--- src/hdl/stt_pkg.sv ---
// Shared types and constants for the sorted table unit.
`timescale 1ns / 1ps

package stt_pkg;

    localparam int DEPTH  = 64;
    localparam int ADDR_W = $clog2(DEPTH);
    localparam int CNT_W  = $clog2(DEPTH + 1);
    localparam int VAL_W  = 32;
    localparam int CMD_W  = 2;
    localparam int POS_W  = 6;
    localparam int IDX_W  = 7;
    localparam int STAT_W = 2;
    localparam int CMP_W  = (CNT_W > POS_W) ? CNT_W : POS_W;

    typedef enum logic [CMD_W-1:0] {
        CMD_SEARCH = 2'd0,
        CMD_DELETE = 2'd1,
        CMD_LOOKUP = 2'd2,
        CMD_NONE   = 2'd3
    } cmd_t;

    typedef enum logic [STAT_W-1:0] {
        STAT_OK    = 2'd0,
        STAT_FULL  = 2'd1,
        STAT_RANGE = 2'd2
    } status_t;

    typedef enum logic [1:0] {
        S_IDLE = 2'b01,
        S_EXEC = 2'b10
    } state_t;

    typedef struct packed {
        logic signed [VAL_W-1:0] key;
        logic [CNT_W-1:0]        count;
        logic [POS_W-1:0]        del_pos;
        logic                    ins_en;
        logic                    del_en;
    } cell_ctl_t;

endpackage

--- src/hdl/stt_cell.sv ---
// One table cell: holds an entry, compares it with the key and shifts with its neighbors.
`timescale 1ns / 1ps

module stt_cell
(
    input  logic                             clk,
    input  logic [stt_pkg::ADDR_W-1:0]       idx,
    input  stt_pkg::cell_ctl_t               ctl,
    input  logic                             left_lt,
    input  logic signed [stt_pkg::VAL_W-1:0] left_data,
    input  logic signed [stt_pkg::VAL_W-1:0] right_data,
    output logic signed [stt_pkg::VAL_W-1:0] data,
    output logic                             lt,
    output logic                             eq
);

    logic signed [stt_pkg::VAL_W-1:0] data_reg;
    logic signed [stt_pkg::VAL_W-1:0] data_next;
    logic                             lt_reg;
    logic                             lt_next;
    logic                             eq_reg;
    logic                             eq_next;
    logic                             in_use;
    logic                             at_or_after_pos;

    assign in_use          = stt_pkg::CNT_W'(idx) < ctl.count;
    assign at_or_after_pos = stt_pkg::CMP_W'(idx) >= stt_pkg::CMP_W'(ctl.del_pos);
    assign lt_next         = in_use && (data_reg < ctl.key);
    assign eq_next         = in_use && (data_reg == ctl.key);

    always_comb
    begin
        data_next = data_reg;
        if (ctl.ins_en)
        begin
            if (!left_lt)
            begin
                data_next = left_data;
            end
            else if (!lt_reg)
            begin
                data_next = ctl.key;
            end
        end
        else if (ctl.del_en && at_or_after_pos)
        begin
            data_next = right_data;
        end
    end

    always_ff @(posedge clk)
    begin
        data_reg <= data_next;
        lt_reg   <= lt_next;
        eq_reg   <= eq_next;
    end

    assign data = data_reg;
    assign lt   = lt_reg;
    assign eq   = eq_reg;

endmodule

--- config.mk ---
export PLATFORM = sky130hd
export DESIGN_NAME = stt_cell
export DESIGN_NICKNAME = d
export VERILOG_FILES = /design/src/hdl/stt_pkg.sv /design/src/hdl/stt_cell.sv
export SDC_FILE = /design/constraint.sdc
export NUM_CORES = 1
export LEC_CHECK = 0
export ABC_CLOCK_PERIOD_IN_PS = 6170
export BUFFER_PORTS_ARGS = -buffer_cell sky130_fd_sc_hd__buf_2
export CELL_PAD_IN_SITES_DETAIL_PLACEMENT = 2
export CELL_PAD_IN_SITES_GLOBAL_PLACEMENT = 2
export CORE_MARGIN = 3
export CORE_UTILIZATION = 25
export DETAILED_ROUTE_END_ITERATION = 12
export GPL_TIMING_DRIVEN = 0
export PLACE_DENSITY = 0.85
export REMOVE_ABC_BUFFERS = 1
export SYNTH_ARGS = -nofsm -noshare
export SYNTH_HDL_FRONTEND = slang
export SYNTH_SLANG_ARGS = --single-unit
--- constraint.sdc ---
create_clock -name clk -period 6.17 [get_ports clk]
set_clock_uncertainty 0.2 [all_clocks]
set_input_delay 0.9255 -clock clk [delete_from_list [all_inputs] [get_ports clk]]
set_output_delay 0.9255 -clock clk [all_outputs]
set_load 0.005 [all_outputs]
==> results.sh, run 1 <==
export IMPL_grt_max_degree=68
export IMPL_hold_path_startpoint="data[3]"
export IMPL_initial_util_pct=26.2
export IMPL_postSynth_asyncResetShare_pct=0
export IMPL_synth_seq_cells=34
export IMPL_ctsRootBufferMaster="sky130_fd_sc_hd__clkbuf_8"
export IMPL_final_instance_count_excl_fill=584
export IMPL_grt_use_total_pct=15.4
export IMPL_critical_path_class="primary input to register"
export IMPL_crit_arrival_ns=2.84
export IMPL_setup_viol=0
export IMPL_die_w_um=111
export IMPL_floorplan_die_height_um=111
export IMPL_final_core_utilization_pct=36.0
export IMPL_fin_total_pwr_mw=0.734
export IMPL_drt_iter0_markers=43
export IMPL_nets=609
export IMPL_power_frac_seq_pct=40.9
export IMPL_ys_top_cells_by_area="sky130_fd_sc_hd__edfxtp_1 35%, sky130_fd_sc_hd__ha_1 19%, sky130_fd_sc_hd__mux2i_1 12%, sky130_fd_sc_hd__a21oi_1 8.1%, sky130_fd_sc_hd__inv_1 6.0%"
export IMPL_holdBufCountCts=0
export IMPL_run_status="finished, final reports clean"
export IMPL_n_antenna_cell=0
export IMPL_post_drt_via_cell_ratio=4.72
export IMPL_sw_frac_of_total_pct=30.1
export IMPL_dp_hpwl_um=8040
export IMPL_netlist_area_leader_share_pct=34.8
export IMPL_syn_avg_cell_area_um2=9.28
export IMPL_drt_wirelength_per_cell_um=16.3
export IMPL_count_of_yosys_warnings_during_synthesis=0
export IMPL_io_pin_count=153
export IMPL_cap_viol_max_count=0
export IMPL_full_die_area_mm2=0.0124
export IMPL_maxSlewViolCount=0
export IMPL_setup_worst_path_start_class="primary input"
export IMPL_max_clock_path_buffers=2
export IMPL_startpoint="ctl[1]"
export IMPL_fmaxAchievable_ghz=0.334
export IMPL_power_density_cell_area_mw_per_mm2=193
export IMPL_min_setup_slack_post_route_ns=3.18
export IMPL_cp_depth=5
export IMPL_maxSlewHeadroom_pct=19.9
export IMPL_grt_first_pass_wirelength_um=15500
export IMPL_buffer_ports_inserted=152
export IMPL_cts_setup_buffers=0
export IMPL_power_report_internal_total_mw=0.513
export IMPL_timing_hold_violations_final=0
export IMPL_dp_cells=576
export IMPL_layout_drive_gt1_share_pct=36.8
export IMPL_grt_antenna_before_repair=0
export IMPL_insertion_delay_ns=0.29
export IMPL_hold_path_class="register to register"
export IMPL_critPathMaxStageDelay_ns=0.87
export IMPL_worst_setup_end_kind="register"
export IMPL_post_synth_num_cell_types=31
export IMPL_cp_data_required_time_ns=6.01
export IMPL_area_growth_syn_to_layout_pct=37.4
export IMPL_clk_pin_slew_worst_paths_ns=0.08
export IMPL_netlist_area_mm2=0.00277
export IMPL_first_pass_iters=3
export IMPL_ys_flop_type="sky130_fd_sc_hd__edfxtp_1"
export IMPL_clock_power_share_pct=28.5
export IMPL_detail_route_drc_violations=0
export IMPL_netlist_instances=298
export IMPL_static_leakage_power_nw=2.01
export IMPL_worst_path_buf_inv=2
export IMPL_r2r_cells=7
export IMPL_synth_edff_count=32
export IMPL_grt_pass1_vias=3105
export IMPL_largest_reg_flops=32
export IMPL_htreeDepth=2
export IMPL_net_switching_power_mw=0.221
export IMPL_regToRegStartpoint="data[14]"
export IMPL_ys_seq_area_share_pct=36.2
export IMPL_clock_sinks=34
export IMPL_core_ar_mm2=0.0106
export IMPL_timing_critical_path_slowest_stage_cell="sky130_fd_sc_hd__buf_2"
export IMPL_cts_made_buffers=5
export IMPL_finalCriticalPeriod_ns=2.99
export IMPL_path_cells="buf_2, and3b_1, a21oi_1, o21ai_4, buf_16"
export IMPL_number_of_gates_given_a_new_drive_strength_after_cts=0
export IMPL_std_cell_rows=37
export IMPL_hold_ws_ns=0.596
export IMPL_cts_tree="done"
export IMPL_pre_cts_slack_ns=2.86
export IMPL_hold_path_cell_count=3
export IMPL_tightest_slew_ns=1.20
export IMPL_postRouteWirelength_um=9540
export IMPL_cp_max_fo=67
export IMPL_vdd_ir_drop_max_v=0.0000798
export IMPL_timing_final_crit_share_pct=48.5
export IMPL_grt_setup_unrepaired="false"
export IMPL_cp_top_family="buffers and inverters"
export IMPL_dr_vias=2756
export IMPL_place_gp_congestion=0.838
export IMPL_drt_antenna_violating_nets=0
export IMPL_combinational_share_of_power_pct=30.6
export IMPL_synth_area_leader_cell="sky130_fd_sc_hd__edfxtp_1"
export IMPL_globalRouteOverflowTotal=0
==> path summary, 6_finish.rpt <==
check / to / slack (ns)
setup / recovery: data[31] / 3.18
hold reg to reg: eq / 0.60
hold / removal: eq / 0.60
setup reg to reg: lt / 3.86
==> final cells by class <==
cell class / count / area (um^2)
fill: 1238 / 6760
multi-input combinational: 209 / 1570
sequential: 34 / 1000
timing repair buffer: 153 / 788
tap: 136 / 170
inverter: 44 / 165
clock buffer: 5 / 68.8
clock inverter: 3 / 40.0
==> kinds of logic after synthesis <==
| logic type | count (synthesis) | share of synthesized area (%) |
|---|---|---|
| buf+inv | 55 | 7.60 |
| simple gates | 66 | 11.1 |
| mux | 32 | 11.6 |
| compound gates | 68 | 14.1 |
| flops | 34 | 36.2 |
| fa+ha+maj | 43 | 19.5 |
==> placed cells by master (no fill, tap or decap), types with 2 or more instances in the layout <==
| cell type | instances |
|---|---|
| sky130_fd_sc_hd__nor2b_1 | 2 |
| sky130_fd_sc_hd__mux2i_1 | 32 |
| sky130_fd_sc_hd__ha_1 | 43 |
| sky130_fd_sc_hd__o21ai_0 | 6 |
| sky130_fd_sc_hd__dfxtp_1 | 2 |
| sky130_fd_sc_hd__clkbuf_8 | 5 |
| sky130_fd_sc_hd__clkinv_2 | 2 |
| sky130_fd_sc_hd__and4_1 | 4 |
| sky130_fd_sc_hd__nand2_1 | 11 |
| sky130_fd_sc_hd__nand4_1 | 3 |
| sky130_fd_sc_hd__edfxtp_1 | 32 |
| sky130_fd_sc_hd__nor3_1 | 2 |
| sky130_fd_sc_hd__nor2_1 | 36 |
| sky130_fd_sc_hd__a21oi_1 | 45 |
| sky130_fd_sc_hd__nand3_1 | 3 |
| sky130_fd_sc_hd__a21o_1 | 6 |
| sky130_fd_sc_hd__inv_1 | 44 |
| sky130_fd_sc_hd__a221oi_1 | 2 |
| sky130_fd_sc_hd__buf_2 | 152 |
==> tightest hold or removal path, delay by kind of cell, from the launching register on <==
kind,cells,cell delay [ns]
simple gates,2,0.14
flops,1,0.35
fa+ha+maj,1,0.25
==> synthesized netlist by cell type, types with 3 or more instances <==
cell type	instances
sky130_fd_sc_hd__a21oi_1	45
sky130_fd_sc_hd__inv_1	44
sky130_fd_sc_hd__ha_1	43
sky130_fd_sc_hd__nor2_1	36
sky130_fd_sc_hd__edfxtp_1	32
sky130_fd_sc_hd__mux2i_1	32
sky130_fd_sc_hd__nand2_1	11
sky130_fd_sc_hd__clkbuf_1	8
sky130_fd_sc_hd__o21ai_0	7
sky130_fd_sc_hd__a21o_1	6
sky130_fd_sc_hd__and4_1	4
sky130_fd_sc_hd__buf_2	3
sky130_fd_sc_hd__nand3_1	3
sky130_fd_sc_hd__nand4_1	3
==> per-layer routing <==
metal  vias up  global-route usage (%)  part of all wire [%]
met4         0                    2.27                  0.52
met2        88                    28.6                    53
met3         4                    4.09                   6.1
li1       1353                       -                     -
met1      1311                    17.9                    41
met5         -                       0                     0
==> power groups by stage <==
stage | clock network (mW) | logic, mW | registers, mW
floorplan | 0 | 0.101 | 0.309
global placement | 0 | 0.208 | 0.309
detailed placement | 0 | 0.229 | 0.307
CTS | 0.217 | 0.231 | 0.301
global route | 0.224 | 0.258 | 0.304
finish | 0.209 | 0.224 | 0.300
==> stage by stage <==
| stage | instance area [um^2] | setup TNS (ns) |
|---|---|---|
| after floorplan | 2720 | 0 |
| after global placement | 3650 | -5.49 |
| after detailed placement | 3690 | 0 |
| after CTS | 3800 | 0 |
| after global routing | 3800 | 0 |
| final | 3800 | 0 |
No activity file was read; power rests on OpenSTA's default activity.
==> inputs of run 2 (changes only) <==
--- a/config.mk
+++ b/config.mk
@@ -5,15 +5,16 @@
 export SDC_FILE = /design/constraint.sdc
 export NUM_CORES = 1
 export LEC_CHECK = 0
-export ABC_CLOCK_PERIOD_IN_PS = 6170
+export ABC_AREA = 1
+export ABC_CLOCK_PERIOD_IN_PS = 3000
 export BUFFER_PORTS_ARGS = -buffer_cell sky130_fd_sc_hd__buf_2
 export CELL_PAD_IN_SITES_DETAIL_PLACEMENT = 2
 export CELL_PAD_IN_SITES_GLOBAL_PLACEMENT = 2
 export CORE_MARGIN = 3
-export CORE_UTILIZATION = 25
+export CORE_UTILIZATION = 23
 export DETAILED_ROUTE_END_ITERATION = 12
 export GPL_TIMING_DRIVEN = 0
-export PLACE_DENSITY = 0.85
+export PLACE_DENSITY = 0.83
 export REMOVE_ABC_BUFFERS = 1
 export SYNTH_ARGS = -nofsm -noshare
 export SYNTH_HDL_FRONTEND = slang
==> constraint.sdc (replaced) <==
create_clock -name clk -period 3 [get_ports clk]
set_clock_uncertainty 0.2 [all_clocks]
set_input_delay 0.45 -clock clk [delete_from_list [all_inputs] [get_ports clk]]
set_output_delay 0.45 -clock clk [all_outputs]
set_load 0.005 [all_outputs]
==> results.sh, run 2 <==
export IMPL_die_w_um=117
export IMPL_ys_seq_area_share_pct=35.1
export IMPL_tightest_slew_ns=0.719
export IMPL_groute_layer_met3_usage_pct=4.58
export IMPL_power_density_cell_area_mw_per_mm2=410
export IMPL_syn_avg_cell_area_um2=7.50
export IMPL_layout_commonest_cell="sky130_fd_sc_hd__buf_2"
export IMPL_core_ar_mm2=0.0121
export IMPL_vdd_ir_drop_max_v=0.000212
export IMPL_setup_viol=0
export IMPL_maxSlewHeadroom_pct=52.0
export IMPL_netlist_area_mm2=0.00285
export IMPL_netlist_area_leader_share_pct=33.7
export IMPL_cts_setup_buffers=0
export IMPL_post_synth_fa_ha_maj_area_fraction_pct=18.9
export IMPL_hold_path_startpoint="right_data[15]"
export IMPL_run_status="finished, final reports clean"
export IMPL_met2_usage_pct=28.9
export IMPL_io_pin_count=153
export IMPL_critical_path_class="primary input to register"
export IMPL_largest_reg_flops=32
export IMPL_drt_antenna_violating_nets=0
export IMPL_detail_route_drc_violations=0
export IMPL_place_gp_congestion=0.720
export IMPL_timing_hold_violations_final=0
export IMPL_finalCriticalPeriod_ns=2.57
export IMPL_post_synth_num_cell_types=26
export IMPL_clock_sinks=34
export IMPL_netlist_instances=380
export IMPL_buffer_ports_inserted=152
export IMPL_grt_pass1_vias=3546
export IMPL_insertion_delay_ns=0.28
export IMPL_grt_most_used_layer="met2"
export IMPL_fin_total_pwr_mw=1.62
export IMPL_grt_max_degree=35
export IMPL_post_drt_via_cell_ratio=4.55
export IMPL_holdBufCountCts=0
export IMPL_postSynth_asyncResetShare_pct=0
export IMPL_combinational_share_of_power_pct=30.9
export IMPL_synth_seq_cells=34
export IMPL_maxSlewViolCount=0
export IMPL_cts_tree="done"
export IMPL_nets=690
export IMPL_grt_antenna_before_repair=0
export IMPL_floorplan_die_height_um=117
export IMPL_largest_family_of_logic_cells_by_synthesized_area="simple AND/OR/NAND/NOR gates"
export IMPL_ys_top_cells_by_area="sky130_fd_sc_hd__edfxtp_1 34%, sky130_fd_sc_hd__ha_1 19%, sky130_fd_sc_hd__nand2_1 11%, sky130_fd_sc_hd__inv_1 7.5%, sky130_fd_sc_hd__nor2_1 5.9%"
export IMPL_net_switching_power_mw=0.505
export IMPL_synth_top_cells_by_count="81 x sky130_fd_sc_hd__nand2_1, 57 x sky130_fd_sc_hd__inv_1, 45 x sky130_fd_sc_hd__nor2_1"
export IMPL_sw_frac_of_total_pct=31.2
export IMPL_power_frac_seq_pct=38.7
export IMPL_cp_data_required_time_ns=2.78
export IMPL_grt_use_total_pct=15.4
export IMPL_power_report_internal_total_mw=1.11
export IMPL_first_pass_iters=4
export IMPL_min_setup_slack_post_route_ns=0.426
export IMPL_synthXorXnorAreaFrac_pct=0
export IMPL_yosys_area_share_simple_pct=20.2
export IMPL_final_core_utilization_pct=32.8
export IMPL_n_antenna_cell=0
export IMPL_synth_edff_count=32
export IMPL_r2r_cells=7
export IMPL_pre_cts_slack_ns=0.0836
export IMPL_cap_viol_max_count=0
export IMPL_initial_util_pct=23.6
export IMPL_gr_usage_met1_pct=17.7
export IMPL_dp_hpwl_um=8620
export IMPL_crit_arrival_ns=2.35
export IMPL_postRouteWirelength_um=10500
export IMPL_clk_pin_slew_worst_paths_ns=0.06
export IMPL_htreeDepth=2
export IMPL_synth_compound_area_share_pct=16.0
export IMPL_grt_first_pass_wirelength_um=17500
export IMPL_worstReg2RegEnd="eq"
export IMPL_hold_path_class="primary input to register"
export IMPL_hold_path_endpoint="data[15]"
export IMPL_ctsRootBufferMaster="sky130_fd_sc_hd__clkbuf_16"
export IMPL_std_cell_rows=40
export IMPL_synth_mux_area_share_pct=0
export IMPL_drt_wirelength_per_cell_um=15.1
export IMPL_count_of_yosys_warnings_during_synthesis=0
export IMPL_drt_iter0_markers=94
export IMPL_area_growth_syn_to_layout_pct=38.6
export IMPL_static_leakage_power_nw=2.11
export IMPL_layout_common_cells="152 x sky130_fd_sc_hd__buf_2, 81 x sky130_fd_sc_hd__nand2_1, 57 x sky130_fd_sc_hd__inv_1"
export IMPL_cp_max_fo=34
export IMPL_clock_power_share_pct=30.4
export IMPL_regToRegStartpoint="data[31]"
export IMPL_hold_path_cell_count=3
export IMPL_worst_r2r_setup_slack_ns=1.07
export IMPL_post_synth_top_count_cell="sky130_fd_sc_hd__nand2_1"
export IMPL_full_die_area_mm2=0.0138
export IMPL_synth_area_leader_cell="sky130_fd_sc_hd__edfxtp_1"
export IMPL_layout_drive_gt1_share_pct=32.4
export IMPL_fmaxAchievable_ghz=0.388
export IMPL_cts_made_buffers=5
export IMPL_setup_worst_path_start_class="primary input"
export IMPL_timing_final_crit_share_pct=85.8
export IMPL_dr_vias=3167
export IMPL_globalRouteOverflowTotal=0
export IMPL_max_clock_path_buffers=2
export IMPL_grt_setup_unrepaired="false"
export IMPL_ys_flop_type="sky130_fd_sc_hd__edfxtp_1"
export IMPL_number_of_gates_given_a_new_drive_strength_after_cts=0
export IMPL_worst_setup_end_kind="register"
## run 2: cell types whose count changed after synthesis, moves of 5 or more
cell,change
sky130_fd_sc_hd__nand2_1,+70
sky130_fd_sc_hd__o21ai_1,+33
sky130_fd_sc_hd__mux2i_1,-32
sky130_fd_sc_hd__a21oi_1,-29
sky130_fd_sc_hd__o21ai_0,+24
sky130_fd_sc_hd__inv_1,+13
sky130_fd_sc_hd__nor2_1,+9
sky130_fd_sc_hd__a21o_1,-5
sky130_fd_sc_hd__inv_2,+5
## run 2: cells by family (layout without fill, tap and decap cells)
| group | Yosys count | count (layout) |
|---|---|---|
| simple gates | 141 | 141 |
| buf+inv | 75 | 223 |
| flops | 34 | 34 |
| fa+ha+maj | 43 | 43 |
| compound gates | 87 | 87 |
## run 2: per-layer routing
| layer | up-vias | routed length (um) |
|---|---|---|
| met5 | - | 0 |
| met2 | 99 | 5440 |
| met3 | 4 | 735 |
| li1 | 1547 | - |
| met4 | 0 | 25 |
| met1 | 1517 | 4310 |
## run 2: worst max-delay path, cell delays in order
cell and delay, ns:
sky130_fd_sc_hd__buf_2 0.31, sky130_fd_sc_hd__inv_2 0.63, sky130_fd_sc_hd__nor2_1 0.17, sky130_fd_sc_hd__a21oi_4 0.51, sky130_fd_sc_hd__buf_16 0.24
## run 2: through the flow
stage          std cells  instance area [um^2]  setup TNS [ns]  hold slack (ns)
2_1_floorplan        368                  2810          -10.27            0.441
3_3_place_gp         688                  3780          -61.96            0.533
3_5_place_dp         689                  3820               0            0.546
4_1_cts              696                  3950               0            0.258
5_1_grt              696                  3950               0            0.277
6_report             696                  3950               0            0.263
## run 2: worst max path at each step
stage                       from  endpoint  slack, ns  cells past startpoint
after floorplan           ctl[7]   data[0]      -0.32                      8
after global placement    ctl[1]  data[22]      -1.94                      3
after detailed placement  ctl[1]  data[21]       0.08                      5
after CTS                 ctl[1]  data[23]       0.37                      5
after global routing      ctl[1]  data[26]       0.23                      5
final                     ctl[1]  data[26]       0.43                      5
## run 2: layout make-up
| cell class | instances | area (um^2) |
|---|---|---|
| fillers | 1449 | 8110 |
| multi-input cells | 271 | 1580 |
| flip-flops and latches | 34 | 1000 |
| repair buffers | 153 | 788 |
| inverters | 63 | 236 |
| well taps | 168 | 210 |
| clock buffers | 5 | 125 |
| clock inverters | 2 | 10.0 |
## run 2: power by group through the flow
stage               combinational [mW]  clock (mW)  sequential [mW]
detailed placement               0.517           0            0.638
global placement                 0.468           0            0.639
floorplan                        0.241           0            0.642
finish                           0.500       0.492            0.626
global route                     0.590       0.533            0.636
CTS                              0.520       0.518            0.629
